--- config.mk ---
export PLATFORM = sky130hd
export DESIGN_NAME = ordered_multiset_rank_engine_top
export DESIGN_NICKNAME = d
export VERILOG_FILES = /design/src/rtl/core/omre_pkg.sv /design/src/rtl/core/omre_ram.sv /design/src/rtl/core/ordered_multiset_rank_engine_top.sv
export SDC_FILE = /design/constraint.sdc
export NUM_CORES = 2
export LEC_CHECK = 0
export BUFFER_PORTS_ARGS = -buffer_cell sky130_fd_sc_hd__buf_2
export CAP_MARGIN = 25
export CELL_PAD_IN_SITES_DETAIL_PLACEMENT = 0
export CELL_PAD_IN_SITES_GLOBAL_PLACEMENT = 1
export CORE_MARGIN = 8
export CORE_UTILIZATION = 30
export DETAILED_ROUTE_END_ITERATION = 8
export PLACE_DENSITY = 0.56
export SETUP_SLACK_MARGIN = 0.02
export SLEW_MARGIN = 20
export SYNTH_ARGS = -nofsm -noshare
export SYNTH_HDL_FRONTEND = slang
export SYNTH_SLANG_ARGS = --single-unit
--- constraint.sdc ---
create_clock -name clk_i -period 13.4 [get_ports clk_i]
set_input_delay 1.34 -clock clk_i [delete_from_list [all_inputs] [get_ports clk_i]]
set_output_delay 1.34 -clock clk_i [all_outputs]
set_load 0.1 [all_outputs]
--- src/rtl/core/omre_pkg.sv ---
// Package for the ordered multiset rank engine: request and result structs,
// operation and status codes, default sizes. No dependencies.
package omre_pkg;

  localparam int unsigned DefCapacity  = 64;
  localparam int unsigned DefCountBits = 16;
  localparam int unsigned KeyW         = 32;
  localparam int unsigned TotW         = 22;

  typedef enum logic [3:0] {
    OP_INSERT = 4'd0,
    OP_DELETE = 4'd1,
    OP_SEARCH = 4'd2,
    OP_COUNT  = 4'd3,
    OP_LOWER  = 4'd4,
    OP_UPPER  = 4'd5,
    OP_CLOSE  = 4'd6,
    OP_KTH    = 4'd7,
    OP_RANGE  = 4'd8
  } op_e;

  typedef enum logic [1:0] {
    ST_OK   = 2'd0,
    ST_FULL = 2'd1,
    ST_SAT  = 2'd2
  } status_e;

  typedef struct packed {
    logic [3:0]         operation;
    logic signed [31:0] key_value;
    logic signed [31:0] range_high;
    logic [21:0]        rank;
  } req_t;

  typedef struct packed {
    logic               found;
    logic signed [31:0] result_value;
    logic [21:0]        result_count;
    logic [1:0]         status;
  } rsp_t;

endpackage

--- src/rtl/core/omre_ram.sv ---
// Generic simple dual-port synchronous RAM (one write port, one read port) with registered read.
// No dependencies.
module omre_ram #(
  parameter int unsigned Width = 32,
  parameter int unsigned Depth = 64
) (
  input  logic                     clk_i,
  input  logic                     we_i,
  input  logic [$clog2(Depth)-1:0] waddr_i,
  input  logic [Width-1:0]         wdata_i,
  input  logic [$clog2(Depth)-1:0] raddr_i,
  output logic [Width-1:0]         rdata_o
);

  logic [Width-1:0] mem_q [Depth];

  // write port and registered read port
  always_ff @(posedge clk_i) begin
    if (we_i) begin
      mem_q[waddr_i] <= wdata_i;
    end
    rdata_o <= mem_q[raddr_i];
  end

endmodule

--- src/rtl/core/ordered_multiset_rank_engine_top.sv ---
// Ordered multiset rank engine: sorted table of distinct keys with counts.
// Sequence: a full scan of the used entries, then for insert or delete a shift pass over
// the moved entries, then the commit state (S_DONE) and the strobe; the worst case is a
// delete of the first entry of a full table. One transaction at a time; the next may start
// in the strobe cycle.
// Result strobe lasts one cycle; the receiver cannot stall.
// Reset clears the entry and occurrence totals; the key/count RAMs are not cleared.
module ordered_multiset_rank_engine_top #(
  parameter int unsigned Capacity  = omre_pkg::DefCapacity,
  parameter int unsigned CountBits = omre_pkg::DefCountBits
) (
  input  logic             clk_i,
  input  logic             rst_ni,
  input  logic             start_i,
  input  omre_pkg::req_t   req_i,
  output logic             busy_o,
  output logic             done_o,
  output omre_pkg::rsp_t   rsp_o
);

  localparam int unsigned AW = $clog2(Capacity);
  localparam int unsigned UW = $clog2(Capacity + 1);
  localparam int unsigned CW = CountBits;
  localparam int unsigned SW = omre_pkg::TotW + 1;
  localparam logic [omre_pkg::TotW-1:0] TotMax = '1;
  localparam logic [CW-1:0] CntMax = '1;

  typedef enum logic [2:0] {
    S_IDLE, S_SCAN, S_INS, S_DEL, S_DONE
  } state_e;

  state_e state_q;
  omre_pkg::req_t req_q;
  logic [UW-1:0] used_q;
  logic [omre_pkg::TotW-1:0] total_q;
  logic [UW-1:0] idx_q;         // address issued this cycle
  logic          rv_q;          // read data valid for idx_q-1
  logic [UW-1:0] pos_q;         // first entry >= key
  logic          pos_ok_q;
  logic          present_q;
  logic [CW-1:0] pcnt_q;
  logic signed [31:0] prev_key_q;
  logic          prev_ok_q;
  logic signed [31:0] ub_q;
  logic          ub_ok_q;
  logic [SW-1:0] acc_q;
  logic          kth_ok_q;
  logic signed [31:0] kth_q;
  logic [UW-1:0] sh_q;          // shift pointer
  logic          sh_rd_q;
  omre_pkg::rsp_t rsp_q;

  // RAM ports
  logic            we;
  logic [AW-1:0]   waddr, raddr;
  logic [31:0]     wkey, rkey;
  logic [CW-1:0]   wcnt, rcnt;

  omre_ram #(.Width(32), .Depth(Capacity)) u_key (
    .clk_i, .we_i(we), .waddr_i(waddr), .wdata_i(wkey), .raddr_i(raddr), .rdata_o(rkey)
  );
  omre_ram #(.Width(CW), .Depth(Capacity)) u_cnt (
    .clk_i, .we_i(we), .waddr_i(waddr), .wdata_i(wcnt), .raddr_i(raddr), .rdata_o(rcnt)
  );

  logic signed [31:0] rk;
  logic [UW-1:0] ridx;
  logic [SW-1:0] acc_n;
  logic [SW-1:0] target;
  logic in_rng;
  assign rk     = $signed(rkey);
  assign ridx   = idx_q - UW'(1);
  assign acc_n  = acc_q + SW'(rcnt);
  assign target = SW'(total_q) - SW'(req_q.rank) + SW'(1);
  assign in_rng = (rk >= req_q.key_value) && (rk <= req_q.range_high);

  // closest-value distances in 33 bits
  logic signed [32:0] d_above, d_below;
  assign d_above = 33'(req_q.key_value) - 33'(prev_key_q);

  // final answer assembly from scan results
  omre_pkg::rsp_t fin;
  logic [SW-1:0] rc;
  always_comb begin
    fin = '0;
    d_below = '0;
    rc = '0;
    case (omre_pkg::op_e'(req_q.operation))
      omre_pkg::OP_INSERT: begin
        if (present_q) begin
          fin.found = 1'b1;
          if (pcnt_q == CntMax || total_q == TotMax) begin
            fin.status = omre_pkg::ST_SAT;
          end
        end else if (used_q >= UW'(Capacity)) begin
          fin.status = omre_pkg::ST_FULL;
        end else if (total_q == TotMax) begin
          fin.status = omre_pkg::ST_SAT;
        end else begin
          fin.found = 1'b1;
        end
      end
      omre_pkg::OP_DELETE: fin.found = present_q;
      omre_pkg::OP_SEARCH: fin.found = present_q;
      omre_pkg::OP_COUNT: if (present_q) begin
        fin.found = 1'b1;
        fin.result_count = omre_pkg::TotW'(pcnt_q);
      end
      omre_pkg::OP_LOWER: if (pos_ok_q) begin
        fin.found = 1'b1;
        fin.result_value = ub_q;
      end
      omre_pkg::OP_UPPER: if (ub_ok_q) begin
        fin.found = 1'b1;
        fin.result_value = kth_q;
      end
      omre_pkg::OP_CLOSE: begin
        d_below = 33'(ub_q) - 33'(req_q.key_value);
        if (present_q) begin
          fin.found = 1'b1;
          fin.result_value = req_q.key_value;
        end else if (pos_ok_q && prev_ok_q) begin
          fin.found = 1'b1;
          fin.result_value = (d_below < d_above) ? ub_q : prev_key_q;
        end else if (pos_ok_q) begin
          fin.found = 1'b1;
          fin.result_value = ub_q;
        end else if (prev_ok_q) begin
          fin.found = 1'b1;
          fin.result_value = prev_key_q;
        end
      end
      omre_pkg::OP_KTH: if (kth_ok_q) begin
        fin.found = 1'b1;
        fin.result_value = kth_q;
      end
      omre_pkg::OP_RANGE: if (req_q.key_value <= req_q.range_high) begin
        rc = acc_q;
        fin.found = (acc_q != '0);
        if (rc > SW'(TotMax)) begin
          fin.result_count = TotMax;
          fin.status = omre_pkg::ST_SAT;
        end else begin
          fin.result_count = rc[omre_pkg::TotW-1:0];
        end
      end
      default: ;
    endcase
  end

  // RAM address and write control
  always_comb begin
    we = 1'b0;
    waddr = sh_q[AW-1:0];
    wkey = rkey;
    wcnt = rcnt;
    raddr = idx_q[AW-1:0];
    if (state_q == S_INS) begin
      // move entry sh-1 to sh, then place the key at pos
      raddr = AW'(sh_q - UW'(1));
      if (sh_q == pos_q) begin
        we = 1'b1;
        wkey = req_q.key_value;
        wcnt = CW'(1);
      end else if (sh_rd_q) begin
        we = 1'b1;
      end
    end else if (state_q == S_DEL) begin
      raddr = AW'(sh_q + UW'(1));
      waddr = sh_q[AW-1:0];
      we = sh_rd_q;
    end else if (state_q == S_DONE && req_q.operation == omre_pkg::OP_INSERT
                 && present_q && rsp_q.status != omre_pkg::ST_SAT) begin
      // bump an existing count
      we = 1'b1;
      waddr = pos_q[AW-1:0];
      wkey = req_q.key_value;
      wcnt = pcnt_q + CW'(1);
    end
  end

  // control
  always_ff @(posedge clk_i or negedge rst_ni) begin
    if (!rst_ni) begin
      state_q <= S_IDLE;
      req_q <= '0;
      used_q <= '0;
      total_q <= '0;
      done_o <= 1'b0;
      idx_q <= '0;
      rv_q <= 1'b0;
      pos_q <= '0;
      pos_ok_q <= 1'b0;
      present_q <= 1'b0;
      pcnt_q <= '0;
      prev_ok_q <= 1'b0;
      prev_key_q <= '0;
      ub_ok_q <= 1'b0;
      ub_q <= '0;
      kth_ok_q <= 1'b0;
      kth_q <= '0;
      acc_q <= '0;
      sh_q <= '0;
      sh_rd_q <= 1'b0;
      rsp_q <= '0;
    end else begin
      done_o <= (state_q == S_DONE);
      unique case (state_q)
        S_IDLE: if (start_i) begin
          req_q <= req_i;
          state_q <= S_SCAN;
          idx_q <= '0;
          rv_q <= 1'b0;
          pos_q <= used_q;
          pos_ok_q <= 1'b0;
          present_q <= 1'b0;
          pcnt_q <= '0;
          prev_ok_q <= 1'b0;
          prev_key_q <= '0;
          ub_ok_q <= 1'b0;
          ub_q <= '0;
          kth_ok_q <= 1'b0;
          kth_q <= '0;
          acc_q <= '0;
        end
        S_SCAN: begin
          // consume the entry issued last cycle
          if (rv_q) begin
            if (!pos_ok_q) begin
              if (rk >= req_q.key_value) begin
                pos_ok_q <= 1'b1;
                pos_q <= ridx;
                ub_q <= rk;
                present_q <= (rk == req_q.key_value);
                pcnt_q <= rcnt;
              end else begin
                prev_ok_q <= 1'b1;
                prev_key_q <= rk;
              end
            end
            if (!ub_ok_q && rk > req_q.key_value &&
                req_q.operation == omre_pkg::OP_UPPER) begin
              ub_ok_q <= 1'b1;
              kth_q <= rk;
            end
            if (req_q.operation == omre_pkg::OP_KTH && !kth_ok_q) begin
              acc_q <= acc_n;
              if (req_q.rank != '0 && req_q.rank <= total_q && acc_n >= target) begin
                kth_ok_q <= 1'b1;
                kth_q <= rk;
              end
            end
            if (req_q.operation == omre_pkg::OP_RANGE && in_rng) begin
              acc_q <= acc_n;
            end
          end
          if (idx_q < used_q) begin
            idx_q <= idx_q + UW'(1);
            rv_q <= 1'b1;
          end else begin
            rv_q <= 1'b0;
          end
          // leave scan once the last entry is consumed
          if (!rv_q && (idx_q >= used_q)) begin
            if (req_q.operation == omre_pkg::OP_INSERT && !present_q
                && used_q < UW'(Capacity) && total_q != TotMax) begin
              state_q <= S_INS;
              sh_q <= used_q;
              sh_rd_q <= 1'b0;
            end else if (req_q.operation == omre_pkg::OP_DELETE && present_q) begin
              state_q <= S_DEL;
              sh_q <= pos_q;
              sh_rd_q <= 1'b0;
            end else begin
              state_q <= S_DONE;
            end
          end
        end
        S_INS: begin
          if (sh_q == pos_q) begin
            state_q <= S_DONE;
          end else if (sh_rd_q) begin
            sh_q <= sh_q - UW'(1);
            sh_rd_q <= 1'b0;
          end else begin
            sh_rd_q <= 1'b1;
          end
        end
        S_DEL: begin
          if (sh_q + UW'(1) >= used_q) begin
            state_q <= S_DONE;
          end else if (sh_rd_q) begin
            sh_q <= sh_q + UW'(1);
            sh_rd_q <= 1'b0;
          end else begin
            sh_rd_q <= 1'b1;
          end
        end
        S_DONE: begin
          state_q <= S_IDLE;
        end
        default: state_q <= S_IDLE;
      endcase

      // build the result while the transaction is in flight
      if (state_q != S_DONE && state_q != S_IDLE) begin
        rsp_q <= fin;
      end
      // commit totals
      if (state_q == S_DONE) begin
        if (req_q.operation == omre_pkg::OP_INSERT && rsp_q.status == omre_pkg::ST_OK) begin
          total_q <= total_q + omre_pkg::TotW'(1);
          if (!present_q) begin
            used_q <= used_q + UW'(1);
          end
        end
        if (req_q.operation == omre_pkg::OP_DELETE && present_q) begin
          total_q <= total_q - omre_pkg::TotW'(pcnt_q);
          used_q <= used_q - UW'(1);
        end
      end
    end
  end

  assign busy_o = (state_q != S_IDLE);
  assign rsp_o  = rsp_q;

endmodule

After elaboration in Yosys (flattened, before gate mapping)
Memory sizes are Yosys's and may differ from the RTL's. A register that Yosys moved wholly into a read port is not among the register bits.
Cells that the tools add are included.
- magnitude comparators: 13
- multipliers: 0
- div/mod/pow operators: 0
- eq/ne operators: 38
- add/sub/neg operators: 14
- bitwise operators: 0
- shift-type cells: 0
- multiplexer cells: 126
- reduce and logical (&&, ||, !) cells: 47
- operator list (operator ; count):
    $mux W32 ; 16
    $mux W33 ; 7
    $pmux W32 S2 ; 3
    $mux W16 ; 9
    $pmux W32 S4 ; 1
    $mux W7 ; 16
    $mux W23 ; 4
    $mux W22 ; 3
    $sub A32 B32 Y33 ; 2
    $le A32 B32 Y1 ; 2
    $pmux W23 S2 ; 1
    $pmux W22 S2 ; 1
    $mux W1 ; 34
    $lt A33 B33 Y1 ; 1
    $eq A32 B32 Y1 ; 1
    $ge A32 B32 Y1 ; 1
    $gt A32 B32 Y1 ; 1
    $pmux W16 S2 ; 1
    $mux W6 ; 5
    $ne A2 B2 Y1 const B ; 15
    $pmux W7 S2 ; 2
    $mux W24 ; 1
    $add A23 B1 Y23 const B ; 1
    $add A23 B16 Y23 ; 1
    50 further kinds ; 109
- register bits after elaboration: 343
- latch bits: 0
- memories kept: 2
- word-level logic and storage cells: 267
- memory bits (writable): 3072
- bits in read-only memories: 0
- memories (name ; depth ; bits a word ; rd ports ; clocked after Yosys merged registers in ; write ports ; RTL line ; text):
    u_key.mem_q ; 64 ; 32 ; 1 ; 1 ; 1 ; omre_ram.sv:15 ; logic [Width-1:0] mem_q [Depth];
    u_cnt.mem_q ; 64 ; 16 ; 1 ; 1 ; 1 ; omre_ram.sv:15 ;

Longest topological paths before layout
- word-level depth: 9
- depth in mapped cells: 23

Modules after synthesis
Synthesis repeated with hierarchy kept, for this count alone.
- cell total of the unflattened synthesis: 8256
- area total of the unflattened synthesis: 145497.0 um^2
- by module, submodules not included (module ; area each (um^2) ; cells each ; times used):
    omre_ram at u_key ; 78515.3 ; 3324 ; 1
    omre_ram at u_cnt ; 39978.3 ; 1820 ; 1
    ordered_multiset_rank_engine_top ; 27003.4 ; 3112 ; 1

Worst setup path before layout
No wires, ideal clock.
- kind: reg2reg
- start point: reg rsp_q (netlist bit rsp_o[1])
- end point: mem u_cnt.mem_q[0][0] (netlist name) (enable)
- data required time: 12.946 ns
- slack: 8.470 ns
- arrival time: 4.476 ns
- cell stages (with the launch flop): 8
- buffers on the path: 1
- path through: dfrtp_1 > inv_1 > o2111ai_1 > clkbuf_1 > mux2i_1 > nand2b_1 > nand2b_1 > nor2_1
- longest elaborated chain between the ends: 7
- elaborated cells between the ends (all ways): 10
- ends and longest elaborated chain (element ; RTL line ; text):
    from (decl) ; ordered_multiset_rank_engine_top.sv:51 ; omre_pkg::rsp_t rsp_q;
    from (signal assigned) ; ordered_multiset_rank_engine_top.sv:307 ; rsp_q <= fin;
    $ne A2 B2 Y1 * ; ordered_multiset_rank_engine_top.sv:173 ; && present_q && rsp_q.status != omre_pkg::ST_SAT) begin
    $logic_and A1 B1 Y1 * ; ordered_multiset_rank_engine_top.sv:173 ;
    $mux W1 ; ordered_multiset_rank_engine_top.sv:172 ; end else if (state_q == S_DONE && req_q.operation == omre_pkg::OP_INSERT
    $mux W1 ; ordered_multiset_rank_engine_top.sv:168 ; end else if (state_q == S_DEL) begin
    $mux W1 ; ordered_multiset_rank_engine_top.sv:158 ; if (state_q == S_INS) begin
    $mux W1 ; omre_ram.sv:19 ; if (we_i) begin
    $mux W1 (implied by the code) ; omre_ram.sv:20 ; mem_q[waddr_i] <= wdata_i;
    to (decl) ; omre_ram.sv:15 ;
Every way passes the cells marked *; elsewhere a longest branch is shown, timed or not.

Worst setup path after layout
- start point: reg sh_q[0]
- end point: reg u_cnt.rdata_o[6], read port of u_cnt.mem_q
- longest elaborated chain between the ends: 3
- elaborated cells between the ends (all ways): 4
- ends and longest elaborated chain (element ; RTL line ; text):
    from (decl) ; ordered_multiset_rank_engine_top.sv:49 ; logic [UW-1:0] sh_q;
    from (signal assigned) ; ordered_multiset_rank_engine_top.sv:268 ; sh_q <= used_q;
    from (signal assigned) ; ordered_multiset_rank_engine_top.sv:272 ; sh_q <= pos_q;
    from (signal assigned) ; ordered_multiset_rank_engine_top.sv:283 ; sh_q <= sh_q - UW'(1);
    $add A7 B1 Y7 ; -- ;
    $mux W6 ; ordered_multiset_rank_engine_top.sv:168 ;
    $mux W6 * ; ordered_multiset_rank_engine_top.sv:158 ;
    to (decl) ; omre_ram.sv:12 ; output logic [Width-1:0] rdata_o
Marks and branches as above.
A chain may end at the register's enable or synchronous reset.

==> impl_metrics.tcl <==
set metrics [dict create \
    post-cts-setup-buffers 0 \
    syn_area_sq_um 149000 \
    fin_crit_ns 6.42 \
    slew-limit-headroom_pct 20.4 \
    crit_arrival_ns 7.16 \
    worstSetupEndpointType "register" \
    dp_hpwl_microns 275000 \
    grt_max_degree 152 \
    root_buffer "clkbuf_16" \
    cts_htree_levels 5 \
    synth_top_area_cell "edfxtp_1" \
    die_w_microns 722 \
    cts_tree "yes" \
    synth-seq-cells 3463 \
    io_buffer_count 151 \
    cts_resized 0 \
    p_total_mw 42.3 \
    fin_skew_ns 0.0559 \
    die_h_microns 722 \
    layout-drive-gt1-share_pct 9.06 \
    die_area_sq_um 521000 \
    synth-simple-area-share_pct 17.0 \
    grt_pass1_wl_microns 721000 \
    p_leak_nw 60.7 \
    yosysSeqAreaShare_pct 68.2 \
    crit_type "reg2reg" \
    synth.most_common_cell "nand2_1" \
    max_cap_violations 0 \
    fp-row-count 259 \
    start_util_pct 30.1 \
    avgSynthCellArea_sq_um 11.9 \
    clock-sinks 3463 \
    cts_buffer_depth 4 \
    syn2layout_area_growth_pct 14.7 \
    async_reset_ff_share_pct 9.90 \
    final_nets 13000 \
    synth_compound_area_share_pct 8.04 \
    synth_enable_flop_cells 3072 \
    syn_inst 12600 \
    syn-num-nets 13000 \
    vias 101000 \
    critPathMaxFanout 68 \
    period_share_pct 47.9 \
    setup_tns_ns 0 \
    cp.required_ns 14.13 \
    vias_per_cell 5.16 \
    hold_viol 0 \
    netlist_top_cells_count "nand2_1, edfxtp_1, nand3_1, clkbuf_1, a311oi_1" \
    clock_latency_ns 0.99 \
    io-pin-count 152 \
    synth_fa_ha_area_share_pct 2.94 \
    rsz0062_at_grt "no" \
    ant_nets 0 \
    hold_buffers 0 \
    hold_class "in2async" \
    muxShareOfSynthArea_pct 0.141 \
    status "complete, no violations" \
    clkTransAtPathRegs_ns 0.06 \
    yosysUniqueCellTypes 95 \
    ir_worst_vdd_uv 216 \
    grt_pass1_vias 97500 \
    maxSlewViolCount 0 \
    totalWireLength_microns 501000 \
    cts-buffers-inserted 387 \
    cp-start-kind "register" \
    max_freq_mhz 156 \
    grt_util_all_layers_pct 18.5 \
    core-area_sq_um 497000 \
    dr.pass1.iters 8 \
    synthXorXnorAreaFrac_pct 0.891 \
    ys_top_cells_by_area "edfxtp_1, nand2_1, dfrtp_1" \
    drt_iter0_drc 9188 \
    antenna_found_initial 16 \
    gp_congestion 0.808 \
    setup_violations 0 \
    synth_ff_type "edfxtp_1" \
    synth_top_family_by_area "simple AND/OR/NAND/NOR gates" \
    worstMarginPinSlew_ns 1.19 \
    synth.top_cell.area_share_pct 61.8 \
    power.density_cell_area_nw_per_um2 247 \
    gr-total-overflow 0 \
    ys.warnings.count 0 \
    post_drt_wl_per_cell_microns 25.6 \
    route.detailed.drc 0 \
    r2r_slack_ns 6.98 \
]
[stage by stage]
step	hold slack, ns	cell area [sq um]	utilization (%)	cells	setup slack (ns)
after detailed placement	0.461	159000	32.0	18900	7.00
final	0.336	171000	34.5	19600	6.98
after global placement	0.466	159000	31.9	18900	6.57
after CTS	0.277	171000	34.5	19600	7.00
after floorplan	0.430	149000	-	12600	8.47
after global routing	0.330	171000	34.5	19600	6.63
[state kept, by name, summed over array words and instances (netlist names), 22 cells and up]
register	flops
acc_q	23
kth_q	32
prev_key_q	32
req_q	90
rsp_o	57
total_q	22
u_cnt.mem_q	1024
u_key.mem_q	2048
u_key.rdata_o	32
ub_q	32
[critical path: stages (launching register included)]
cell      delay, ns
dfrtp_1        0.56
inv_1          0.15
ha_1           0.37
xnor2_1        0.43
a21o_4         0.68
buf_4          0.82
buf_4          0.53
buf_4          0.60
a311oi_1       0.18
a311oi_1       0.39
a311oi_1       0.12
a211oi_2       0.78
a21oi_1        0.38
[cells by family after synthesis]
family,count (synthesis)
AOI/OAI and AO/OA,1702
adders and majority gates,347
xor gates and xnor gates,151
buffers and inverters,1035
and+or+nand+nor,5881
muxes,19
DFF,3463
[where the power goes]
group	internal [mW]	switching (mW)	total (mW)	leakage, nW
Sequential	13.7	0.716	14.4	32.6
Combinational	4.83	12.4	17.3	22.0
Clock	6.11	4.49	10.6	6.11
Total	24.6	17.6	42.3	60.7
[cells in the final DEF (no fill, tap or decap), types with 30 or more instances in the layout]
cell type and instances:
o21ai_4 46, a22o_1 46, and3_1 215, a22oi_1 36, nand4_1 49, clkinv_2 64, o21ai_1 85, a21o_1 86
ha_1 341, nand3_1 1652, nor2_4 67, nor3b_1 34, nand2b_1 36, bufinv_16 30, nor2_1 165, xnor2_1 81
xor2_1 69, clkinv_1 86, buf_4 276, a31oi_1 114, o31ai_1 58, edfxtp_1 3072, a211oi_1 58, nand2_1 3509
clkbuf_1 86, a21oi_1 268, buf_2 151, a311oi_1 483, o21ai_0 218, inv_1 200, dfxtp_1 48, clkbuf_16 395
dfrtp_1 342, nor3_1 37
[worst paths after layout]
check / startpoint / to / depth (start not counted)
max reg2reg: sh_q[0] / u_cnt.rdata_o[6] / 12
max in group asynchronous: rst_ni / req_q[39] / 4
min: rst_ni / total_q[9] / 1
min in group clk_i: u_cnt.rdata_o[2] / pcnt_q[2] / 2
min reg2reg: u_cnt.rdata_o[2] / pcnt_q[2] / 2
max: sh_q[0] / u_cnt.rdata_o[6] / 12
[layer usage]
layer | vias up | GRT usage (%) | routed length [microns]
li1 | 46200 | - | -
met1 | 51600 | 26.5 | 232000
met2 | 2666 | 30.1 | 234000
met3 | 558 | 2.31 | 25900
met4 | 6 | 3.87 | 9870
met5 | - | 0 | 41
[layout make-up]
cell class / instances / area, sq um
Inverter: 203 / 762
Timing Repair Buffer: 454 / 3350
Fill cell: 49400 / 326000
Clock buffer: 505 / 10500
Antenna cell: 6 / 15.0
Sequential cell: 3463 / 102000
Tap cell: 6655 / 8330
Multi-Input combinational cell: 8100 / 44500
Clock inverter: 210 / 1930
Power figures use the tool's default switching activity.
